[src/hdl/ccfb_pkg.sv]
// ccfb_pkg: shared types and constants of the cc/cv feedback selector
// no dependencies; imported by the channel interfaces and all modules

package ccfb_pkg;

  // field widths
  localparam int unsigned SAMPLE_W = 24;
  localparam int unsigned ID_W     = 16;
  localparam int unsigned COUNT_W  = 32;  // wrapping counter width, 8 to 32
  localparam int unsigned OUT_CNT_W = 32;

  // packet type codes
  localparam logic [ID_W-1:0] ID_CURRENT = 16'h00AA;
  localparam logic [ID_W-1:0] ID_VOLTAGE = 16'h00EA;

  // packet kind codes reported on the result word
  localparam logic [1:0] KIND_CURRENT = 2'd0;
  localparam logic [1:0] KIND_VOLTAGE = 2'd1;
  localparam logic [1:0] KIND_UNKNOWN = 2'd2;

  // smoothing coefficients, 0.98 and 0.02 in Q24
  localparam int unsigned KEEP_W = 24;
  localparam int unsigned NEW_W  = 19;
  localparam logic [KEEP_W-1:0] COEF_KEEP = 24'd16441671;
  localparam logic [NEW_W-1:0]  COEF_NEW  = 19'd335544;

  // configuration register indexes
  localparam int unsigned CFG_ADDR_W = 4;
  localparam logic [1:0] REG_CURRENT_THR = 2'd0;
  localparam logic [1:0] REG_VOLTAGE_THR = 2'd1;
  localparam logic [1:0] REG_UPDATE_EN   = 2'd2;

  typedef struct packed {
    logic [ID_W-1:0]     packet_id;
    logic [SAMPLE_W-1:0] sample_data;
  } ccfb_in_word_t;

  typedef struct packed {
    logic [1:0]           packet_kind;
    logic                 cc_mode;
    logic                 mode_changed;
    logic [SAMPLE_W-1:0]  feedback_value;
    logic [SAMPLE_W-1:0]  current_filtered;
    logic [SAMPLE_W-1:0]  voltage_filtered;
    logic                 update_request;
    logic [OUT_CNT_W-1:0] bad_packets;
    logic [OUT_CNT_W-1:0] total_packets;
  } ccfb_out_word_t;

endpackage

[src/hdl/ccfb_channels.sv]
// ccfb_channels: valid/ready channel interfaces for packet and result words
// depends on ccfb_pkg

interface ccfb_in_if
  import ccfb_pkg::*;
();
  logic          valid;
  logic          ready;
  ccfb_in_word_t data;

  modport source (output valid, output data, input ready);
  modport sink   (input valid, input data, output ready);
endinterface

interface ccfb_out_if
  import ccfb_pkg::*;
();
  logic           valid;
  logic           ready;
  ccfb_out_word_t data;

  modport source (output valid, output data, input ready);
  modport sink   (input valid, input data, output ready);
endinterface

[src/hdl/ccfb_ema.sv]
// ccfb_ema: one step of the Q24 exponential filter, 0.98*old + 0.02*sample
// depends on ccfb_pkg; two parallel constant multiplies and one add

module ccfb_ema
  import ccfb_pkg::*;
(
  input  logic [SAMPLE_W-1:0] old_val,
  input  logic [SAMPLE_W-1:0] sample,
  output logic [SAMPLE_W-1:0] new_val
);

  logic [KEEP_W+SAMPLE_W-1:0] keep_prod;
  logic [NEW_W+SAMPLE_W-1:0]  new_prod;
  logic [SAMPLE_W-1:0]        keep_part;
  logic [SAMPLE_W-1:0]        new_part;

  // truncating Q24 products
  assign keep_prod = (KEEP_W+SAMPLE_W)'(COEF_KEEP) * (KEEP_W+SAMPLE_W)'(old_val);
  assign new_prod  = (NEW_W+SAMPLE_W)'(COEF_NEW) * (NEW_W+SAMPLE_W)'(sample);
  assign keep_part = keep_prod[KEEP_W+SAMPLE_W-1:SAMPLE_W];
  assign new_part  = SAMPLE_W'(new_prod[NEW_W+SAMPLE_W-1:SAMPLE_W]);

  // the sum stays below 2^24 for every input
  assign new_val = SAMPLE_W'(keep_part + new_part);

endmodule

[src/hdl/cc_cv_feedback_selector.sv]
// cc_cv_feedback_selector: cc/cv mode switch with smoothed current and voltage
// an accepted word passes the input register and then the result register
// throughput: one packet per cycle while results are taken; the state loop
//   is one pass through the two filter multiplies and an add, closed in
//   the result stage; an untaken result holds the word in the input stage
// reset (rst_n low, synchronous): cv mode, samples, filters and counters zero,
//   thresholds 0xFFFFFF, update enable 1
// depends on ccfb_pkg, ccfb_channels, ccfb_ema

module cc_cv_feedback_selector
  import ccfb_pkg::*;
(
  input  logic                  clk,
  input  logic                  rst_n,
  ccfb_in_if.sink               in_ch,
  ccfb_out_if.source            out_ch,
  input  logic                  cfg_psel,
  input  logic                  cfg_penable,
  input  logic                  cfg_pwrite,
  input  logic [CFG_ADDR_W-1:0] cfg_paddr,
  input  logic [31:0]           cfg_pwdata,
  output logic [31:0]           cfg_prdata,
  output logic                  cfg_pready
);

  // configuration registers
  logic [SAMPLE_W-1:0] cur_thr_r;
  logic [SAMPLE_W-1:0] volt_thr_r;
  logic                upd_en_r;
  logic                cfg_wr;
  logic [1:0]          cfg_idx;

  // input stage
  logic                s1_valid_r;
  ccfb_in_word_t       s1_word_r;

  // block state
  logic [SAMPLE_W-1:0] last_cur_r, last_cur_nxt;
  logic [SAMPLE_W-1:0] last_volt_r, last_volt_nxt;
  logic [SAMPLE_W-1:0] smooth_cur_r, smooth_cur_nxt;
  logic [SAMPLE_W-1:0] smooth_volt_r, smooth_volt_nxt;
  logic [SAMPLE_W-1:0] ema_cur, ema_volt;
  logic                cc_mode_r, cc_mode_nxt;
  logic [COUNT_W-1:0]  bad_cnt_r, bad_cnt_nxt;
  logic [COUNT_W-1:0]  all_cnt_r, all_cnt_nxt;
  logic                changed;
  logic                is_cur, is_volt;
  logic [1:0]          kind;

  // result stage
  logic                out_valid_r;
  ccfb_out_word_t      out_word_r, out_word_nxt;
  logic                out_free;
  logic                advance;

  // apb register port
  assign cfg_pready = 1'b1;
  assign cfg_idx    = cfg_paddr[3:2];
  assign cfg_wr     = cfg_psel & cfg_penable & cfg_pwrite;

  always_ff @(posedge clk) begin
    if (!rst_n) begin
      cur_thr_r  <= '1;
      volt_thr_r <= '1;
      upd_en_r   <= 1'b1;
    end else if (cfg_wr) begin
      case (cfg_idx)
        REG_CURRENT_THR: cur_thr_r  <= cfg_pwdata[SAMPLE_W-1:0];
        REG_VOLTAGE_THR: volt_thr_r <= cfg_pwdata[SAMPLE_W-1:0];
        REG_UPDATE_EN:   upd_en_r   <= cfg_pwdata[0];
        default: ;
      endcase
    end
  end

  // register read mux
  always_comb begin
    case (cfg_idx)
      REG_CURRENT_THR: cfg_prdata = 32'(cur_thr_r);
      REG_VOLTAGE_THR: cfg_prdata = 32'(volt_thr_r);
      REG_UPDATE_EN:   cfg_prdata = 32'(upd_en_r);
      default:         cfg_prdata = '0;
    endcase
  end

  // pipeline flow control
  assign out_free    = !out_valid_r || out_ch.ready;
  assign advance     = s1_valid_r && out_free;
  assign in_ch.ready = !s1_valid_r || out_free;

  always_ff @(posedge clk) begin
    if (!rst_n) begin
      s1_valid_r <= 1'b0;
    end else if (in_ch.ready) begin
      s1_valid_r <= in_ch.valid;
    end
  end

  always_ff @(posedge clk) begin
    if (in_ch.ready && in_ch.valid) begin
      s1_word_r <= in_ch.data;
    end
  end

  // filter steps for both channels
  ccfb_ema u_ema_cur (
    .old_val (smooth_cur_r),
    .sample  (s1_word_r.sample_data),
    .new_val (ema_cur)
  );

  ccfb_ema u_ema_volt (
    .old_val (smooth_volt_r),
    .sample  (s1_word_r.sample_data),
    .new_val (ema_volt)
  );

  // decode and state update for the word in the input stage
  assign is_cur  = (s1_word_r.packet_id == ID_CURRENT);
  assign is_volt = (s1_word_r.packet_id == ID_VOLTAGE);

  always_comb begin
    last_cur_nxt    = last_cur_r;
    last_volt_nxt   = last_volt_r;
    smooth_cur_nxt  = smooth_cur_r;
    smooth_volt_nxt = smooth_volt_r;
    cc_mode_nxt     = cc_mode_r;
    bad_cnt_nxt     = bad_cnt_r;
    changed         = 1'b0;
    kind            = KIND_UNKNOWN;
    if (is_cur) begin
      kind           = KIND_CURRENT;
      last_cur_nxt   = s1_word_r.sample_data;
      smooth_cur_nxt = ema_cur;
      if ((s1_word_r.sample_data > cur_thr_r) && !cc_mode_r) begin
        cc_mode_nxt = 1'b1;
        changed     = 1'b1;
      end
    end else if (is_volt) begin
      kind            = KIND_VOLTAGE;
      last_volt_nxt   = s1_word_r.sample_data;
      smooth_volt_nxt = ema_volt;
      if ((s1_word_r.sample_data > volt_thr_r) && cc_mode_r) begin
        cc_mode_nxt = 1'b0;
        changed     = 1'b1;
      end
    end else begin
      bad_cnt_nxt = COUNT_W'(bad_cnt_r + 1'b1);
    end
    all_cnt_nxt = COUNT_W'(all_cnt_r + 1'b1);
  end

  // result word
  always_comb begin
    out_word_nxt.packet_kind      = kind;
    out_word_nxt.cc_mode          = cc_mode_nxt;
    out_word_nxt.mode_changed     = changed;
    out_word_nxt.feedback_value   = cc_mode_nxt ? last_cur_nxt : last_volt_nxt;
    out_word_nxt.current_filtered = smooth_cur_nxt;
    out_word_nxt.voltage_filtered = smooth_volt_nxt;
    out_word_nxt.update_request   = (is_cur || is_volt) && upd_en_r;
    out_word_nxt.bad_packets      = OUT_CNT_W'(bad_cnt_nxt);
    out_word_nxt.total_packets    = OUT_CNT_W'(all_cnt_nxt);
  end

  // state registers
  always_ff @(posedge clk) begin
    if (!rst_n) begin
      last_cur_r    <= '0;
      last_volt_r   <= '0;
      smooth_cur_r  <= '0;
      smooth_volt_r <= '0;
      cc_mode_r     <= 1'b0;
      bad_cnt_r     <= '0;
      all_cnt_r     <= '0;
    end else if (advance) begin
      last_cur_r    <= last_cur_nxt;
      last_volt_r   <= last_volt_nxt;
      smooth_cur_r  <= smooth_cur_nxt;
      smooth_volt_r <= smooth_volt_nxt;
      cc_mode_r     <= cc_mode_nxt;
      bad_cnt_r     <= bad_cnt_nxt;
      all_cnt_r     <= all_cnt_nxt;
    end
  end

  // result register
  always_ff @(posedge clk) begin
    if (!rst_n) begin
      out_valid_r <= 1'b0;
    end else if (out_free) begin
      out_valid_r <= s1_valid_r;
    end
  end

  always_ff @(posedge clk) begin
    if (advance) begin
      out_word_r <= out_word_nxt;
    end
  end

  assign out_ch.valid = out_valid_r;
  assign out_ch.data  = out_word_r;

`ifndef SYNTHESIS
  // an unknown packet neither switches the mode nor asks for an update
  a_unknown_quiet: assert property (@(posedge clk) disable iff (!rst_n)
    advance && !is_cur && !is_volt |=>
      !out_word_r.mode_changed && !out_word_r.update_request)
    else $error("unknown packet changed mode or requested update");

  // the packet count moves by one per word passed to the result stage
  a_total_step: assert property (@(posedge clk) disable iff (!rst_n)
    advance |=> all_cnt_r == COUNT_W'($past(all_cnt_r) + 1'b1))
    else $error("total packet count did not step by one");

  // mode only moves when a word is processed
  a_mode_hold: assert property (@(posedge clk) disable iff (!rst_n)
    !advance |=> $stable(cc_mode_r) && $stable(all_cnt_r))
    else $error("state changed without a processed word");

  // a stalled word in the input stage is kept
  a_s1_hold: assert property (@(posedge clk) disable iff (!rst_n)
    s1_valid_r && !advance |=> s1_valid_r && $stable(s1_word_r))
    else $error("input stage word lost while stalled");

  // the result word reports the registered mode
  a_out_mode: assert property (@(posedge clk) disable iff (!rst_n)
    advance |=> out_word_r.cc_mode == cc_mode_r)
    else $error("result mode differs from block mode");
`endif

endmodule
[src/flat_wrapper.sv]
// flat-port wrapper written by rule: the top's interface ports become plain ports
module cc_cv_feedback_selector_flat import ccfb_pkg::*;
  (clk, rst_n, cfg_psel, cfg_penable, cfg_pwrite, cfg_paddr, cfg_pwdata, cfg_prdata, cfg_pready, in_ch_valid, in_ch_data, in_ch_ready, out_ch_valid, out_ch_data, out_ch_ready);
  ccfb_in_if in_ch_i ();
  ccfb_out_if out_ch_i ();
  input  logic clk;
  input  logic rst_n;
  input  logic cfg_psel;
  input  logic cfg_penable;
  input  logic cfg_pwrite;
  input  logic [CFG_ADDR_W-1:0] cfg_paddr;
  input  logic [31:0] cfg_pwdata;
  output logic [31:0] cfg_prdata;
  output logic cfg_pready;
  input wire logic [$bits(in_ch_i.valid)-1:0] in_ch_valid;
  input wire logic [$bits(in_ch_i.data)-1:0] in_ch_data;
  output wire logic [$bits(in_ch_i.ready)-1:0] in_ch_ready;
  output wire logic [$bits(out_ch_i.valid)-1:0] out_ch_valid;
  output wire logic [$bits(out_ch_i.data)-1:0] out_ch_data;
  input wire logic [$bits(out_ch_i.ready)-1:0] out_ch_ready;
  assign in_ch_i.valid = in_ch_valid;
  assign in_ch_i.data = in_ch_data;
  assign in_ch_ready = in_ch_i.ready;
  assign out_ch_valid = out_ch_i.valid;
  assign out_ch_data = out_ch_i.data;
  assign out_ch_i.ready = out_ch_ready;
  cc_cv_feedback_selector u_core (.clk(clk), .rst_n(rst_n), .in_ch(in_ch_i), .out_ch(out_ch_i), .cfg_psel(cfg_psel), .cfg_penable(cfg_penable), .cfg_pwrite(cfg_pwrite), .cfg_paddr(cfg_paddr), .cfg_pwdata(cfg_pwdata), .cfg_prdata(cfg_prdata), .cfg_pready(cfg_pready));
endmodule
[config.mk]
export PLATFORM = sky130hd
export DESIGN_NAME = cc_cv_feedback_selector_flat
export DESIGN_NICKNAME = d
export VERILOG_FILES = /design/src/hdl/ccfb_pkg.sv /design/src/hdl/ccfb_channels.sv /design/src/hdl/ccfb_ema.sv /design/src/hdl/cc_cv_feedback_selector.sv /design/src/flat_wrapper.sv
export SDC_FILE = /design/constraint.sdc
export NUM_CORES = 2
export LEC_CHECK = 0
export BUFFER_PORTS_ARGS = -buffer_cell sky130_fd_sc_hd__buf_4
export CAP_MARGIN = 15
export CORE_AREA = 2 2 271 273
export DETAILED_ROUTE_END_ITERATION = 8
export DIE_AREA = 0 0 273 275
export PLACE_DENSITY = 0.83
export SKIP_CTS_REPAIR_TIMING = 1
export SYNTH_ARGS = -nofsm -noshare
export SYNTH_HDL_FRONTEND = slang
export SYNTH_SLANG_ARGS = --single-unit
[constraint.sdc]
create_clock -name clk -period 9.3 [get_ports clk]
set_input_delay 0 -clock clk [delete_from_list [all_inputs] [get_ports clk]]
set_output_delay 0 -clock clk [all_outputs]
set_load 0.005 [all_outputs]
==> reports/qor.tcl <==
set qor(run_status) {complete, no violations}
set qor(final_common_cell) {inv_1}
set qor(post_dr_wirelength_cell_um) 20.2
set qor(syn-cell-area_um2) 45900
set qor(worst_slew_pin_slew_ns) 1.22
set qor(die_width_um) 273
set qor(grt_first_pass_wirelength_um) 185000
set qor(worst_path_dominant_cell_family) {adder cells}
set qor(overall_via_count_from_detail_route) 34915
set qor(worstSkewPairLatency_ns) 0.62
set qor(synth_ff_type) {dfxtp_1}
set qor(max_cap_violations) 0
set qor(ys_types) 85
set qor(finalInstanceArea_um2) 52100
set qor(boundaryPins) 259
set qor(hold-worst-slack_ns) 0.0176
set qor(worst_slew_margin_rel_pct) 18.4
set qor(dpl_cell_area_um2) 49600
set qor(timing.critical_path.to_type) {register}
set qor(cp.buffers_inverters) 4
set qor(yosysWarnings) 0
set qor(synth_seq_area_share_pct) 21.1
set qor(final_cell_mix) {941 x inv_1, 769 x ha_1, 588 x fa_1, 411 x buf_4, 389 x nand2_1}
set qor(antenna_found_initial) 6
set qor(final_min_period_over_clock_period_pct) 96.2
set qor(drc) 0
set qor(first_global_vias) 35730
set qor(post_route_cells_drive_above_1_share_pct) 11.3
set qor(num-nets-final) 6493
set qor(fmax_mhz) 112
set qor(area_of_the_die_um2) 75100
set qor(timing.critical_path.fanout_max) 7
set qor(cts_made_buffers) 43
set qor(root_buffer) {clkbuf_16}
set qor(fillCellCount) 5044
set qor(setup_viol) 0
set qor(power.density_cell_area_nw_per_um2) 301
set qor(hp-class) {primary input to register}
set qor(yosys_register_bits) 393
set qor(detail_route.first_pass.iterations) 7
set qor(clk_pin_slew_ns) 0.06
set qor(crit_path_start_kind) {register}
set qor(slowest_stage) {fa_1}
set qor(die_height_um) 275
set qor(drt-total-wl_um) 122000
set qor(tritoncts_clock_tree) {yes}
set qor(area.growth.synth_to_final_pct) 13.6
set qor(report.final.hold_viol_count) 0
set qor(grt_start_max_net_pins) 112
set qor(num_rows) 99
set qor(initial_standard_cell_utilization_of_the_core_pct) 63.4
set qor(critPathRequiredTime_ns) 9.63
set qor(finalClockSkew_ns) 0.0342
set qor(worst_slack_ns) 0.353
set qor(slew_violations) 0
set qor(unrepaired_setup_endpoints_after_global_routing) {true}
set qor(synth_async_sr_flop_share_pct) 0
set qor(gp_congestion) 0.982
set qor(vdd_ir_drop_max_mv) 0.637
set qor(crit_path_max_incr_delay_ns) 0.56
set qor(syn_avg_cell_area_um2) 9.92
set qor(crit_type) {register to register}
set qor(grt-ovfl-total) 0
set qor(synth_edf_count) 181
set qor(cts_sinks) 393
set qor(port-buffer-count) 239
set qor(cts_htree_levels) 2
set qor(crit_top_cell) {fa_1}
set qor(dp_hpwl_um) 96900
set qor(detail-route-antenna-nets) 0
set qor(worst_setup_slack_after_placement_ns) 0.106
set qor(static-leakage-power_nw) 26.4
set qor(netlist_instances) 4627
set qor(post-layout-total-power_mw) 15.7
set qor(clk_path_buf_depth) 3
set qor(grt_total_usage_pct) 31.9
set qor(min_period_ns) 8.95
set qor(number_of_drc_markers_in_iteration_0) 2683
set qor(critical_path_arrival_ns) 9.28
set qor(via_per_inst) 5.77
set qor(core_area_um2) 72300
-- layer usage --
| layer | track usage (%) | vias to the layer above | wire [um] |
|---|---|---|---|
| met3 | 5.82 | 376 | 8540 |
| met5 | 0 | - | 40 |
| met2 | 54.3 | 1441 | 59600 |
| met1 | 39.3 | 17106 | 47700 |
| met4 | 15.2 | 6 | 6390 |
| li1 | - | 15986 | - |
-- state kept, by name, indices dropped and copies added (netlist names), 24 cells and up --
register	cells
u_core.smooth_cur_r	24
u_core.smooth_volt_r	24
u_core.cur_thr_r	24
u_core.s1_word_r	40
u_core.all_cnt_r	32
u_core.bad_cnt_r	32
u_core.last_cur_r	24
u_core.out_ch.data	141
u_core.volt_thr_r	24
u_core.last_volt_r	24
-- final timing paths --
check / start / to / slack [ns] / cells past startpoint
max reg2reg: u_core.s1_word_r[14] / u_core.out_ch.data[112] / 0.35 / 33
max: u_core.s1_word_r[14] / u_core.out_ch.data[112] / 0.35 / 33
min reg2reg: u_core.last_volt_r[11] / u_core.last_volt_r[11] / 0.45 / 2
min: cfg_paddr[3] / u_core.upd_en_r / 0.02 / 4
-- through the flow --
stage	instances	util, %	setup TNS (ns)
2_1_floorplan	4634	-	0
3_3_place_gp	5871	68.6	0
3_5_place_dp	5871	68.6	0
4_1_cts	5951	70.6	0
5_1_grt	6045	72.1	-0.169
6_report	6046	72.1	0
-- tightest hold or removal path, cell delays in order --
cell and delay, ns:
buf_4 0.21, nor3b_1 0.18, mux2i_1 0.12, nand2_1 0.07
-- cell usage after synthesis, types with 28 or more instances --
library cell	count	area share, %
xor2_1	104	2.0
edfxtp_1	181	12
nand4_1	48	0.65
inv_1	941	7.7
dfxtp_1	212	9.2
a21oi_1	224	2.4
o21ai_0	132	1.4
xnor2_1	102	1.9
nand2_1	389	3.2
nor3_1	36	0.39
o21a_1	28	0.46
mux2i_1	67	1.5
nand3_1	48	0.52
ha_1	770	21
o211ai_1	65	1.1
a21o_1	56	0.92
fa_1	589	26
nor2_1	205	1.7
clkbuf_1	89	0.73
-- cell type report --
type | instances | area, um2 | area share (%)
tap | 959 | 1200 | 2.30
multi-input combinational | 3184 | 32400 | 62.1
sequential | 393 | 9680 | 18.6
antenna | 1 | 2.50 | 0.00480
clock buffer | 60 | 1200 | 2.30
clock inverter | 20 | 275 | 0.528
timing repair buffer | 486 | 3860 | 7.40
inverter | 943 | 3550 | 6.81
-- report_power, final --
| part | switching (mW) | internal (mW) | leakage [nW] |
|---|---|---|---|
| Clock | 0.780 | 1.03 | 0.714 |
| Sequential | 0.0397 | 1.86 | 3.40 |
| Combinational | 6.80 | 5.19 | 22.2 |
| Total | 7.62 | 8.08 | 26.4 |
-- kinds of logic (layout without fill, tap and decap cells) --
kind of cell	Yosys count	in the layout	synth area share (%)
fa+ha+maj	1359	1359	46.7
buf+inv	1057	1509	8.75
simple gates	882	882	8.81
compound gates	641	641	8.76
flops	393	393	21.1
xor+xnor	207	207	3.97
mux	86	86	1.93
other cells	2	10	0.0164
Power figures use the tool's default switching activity.
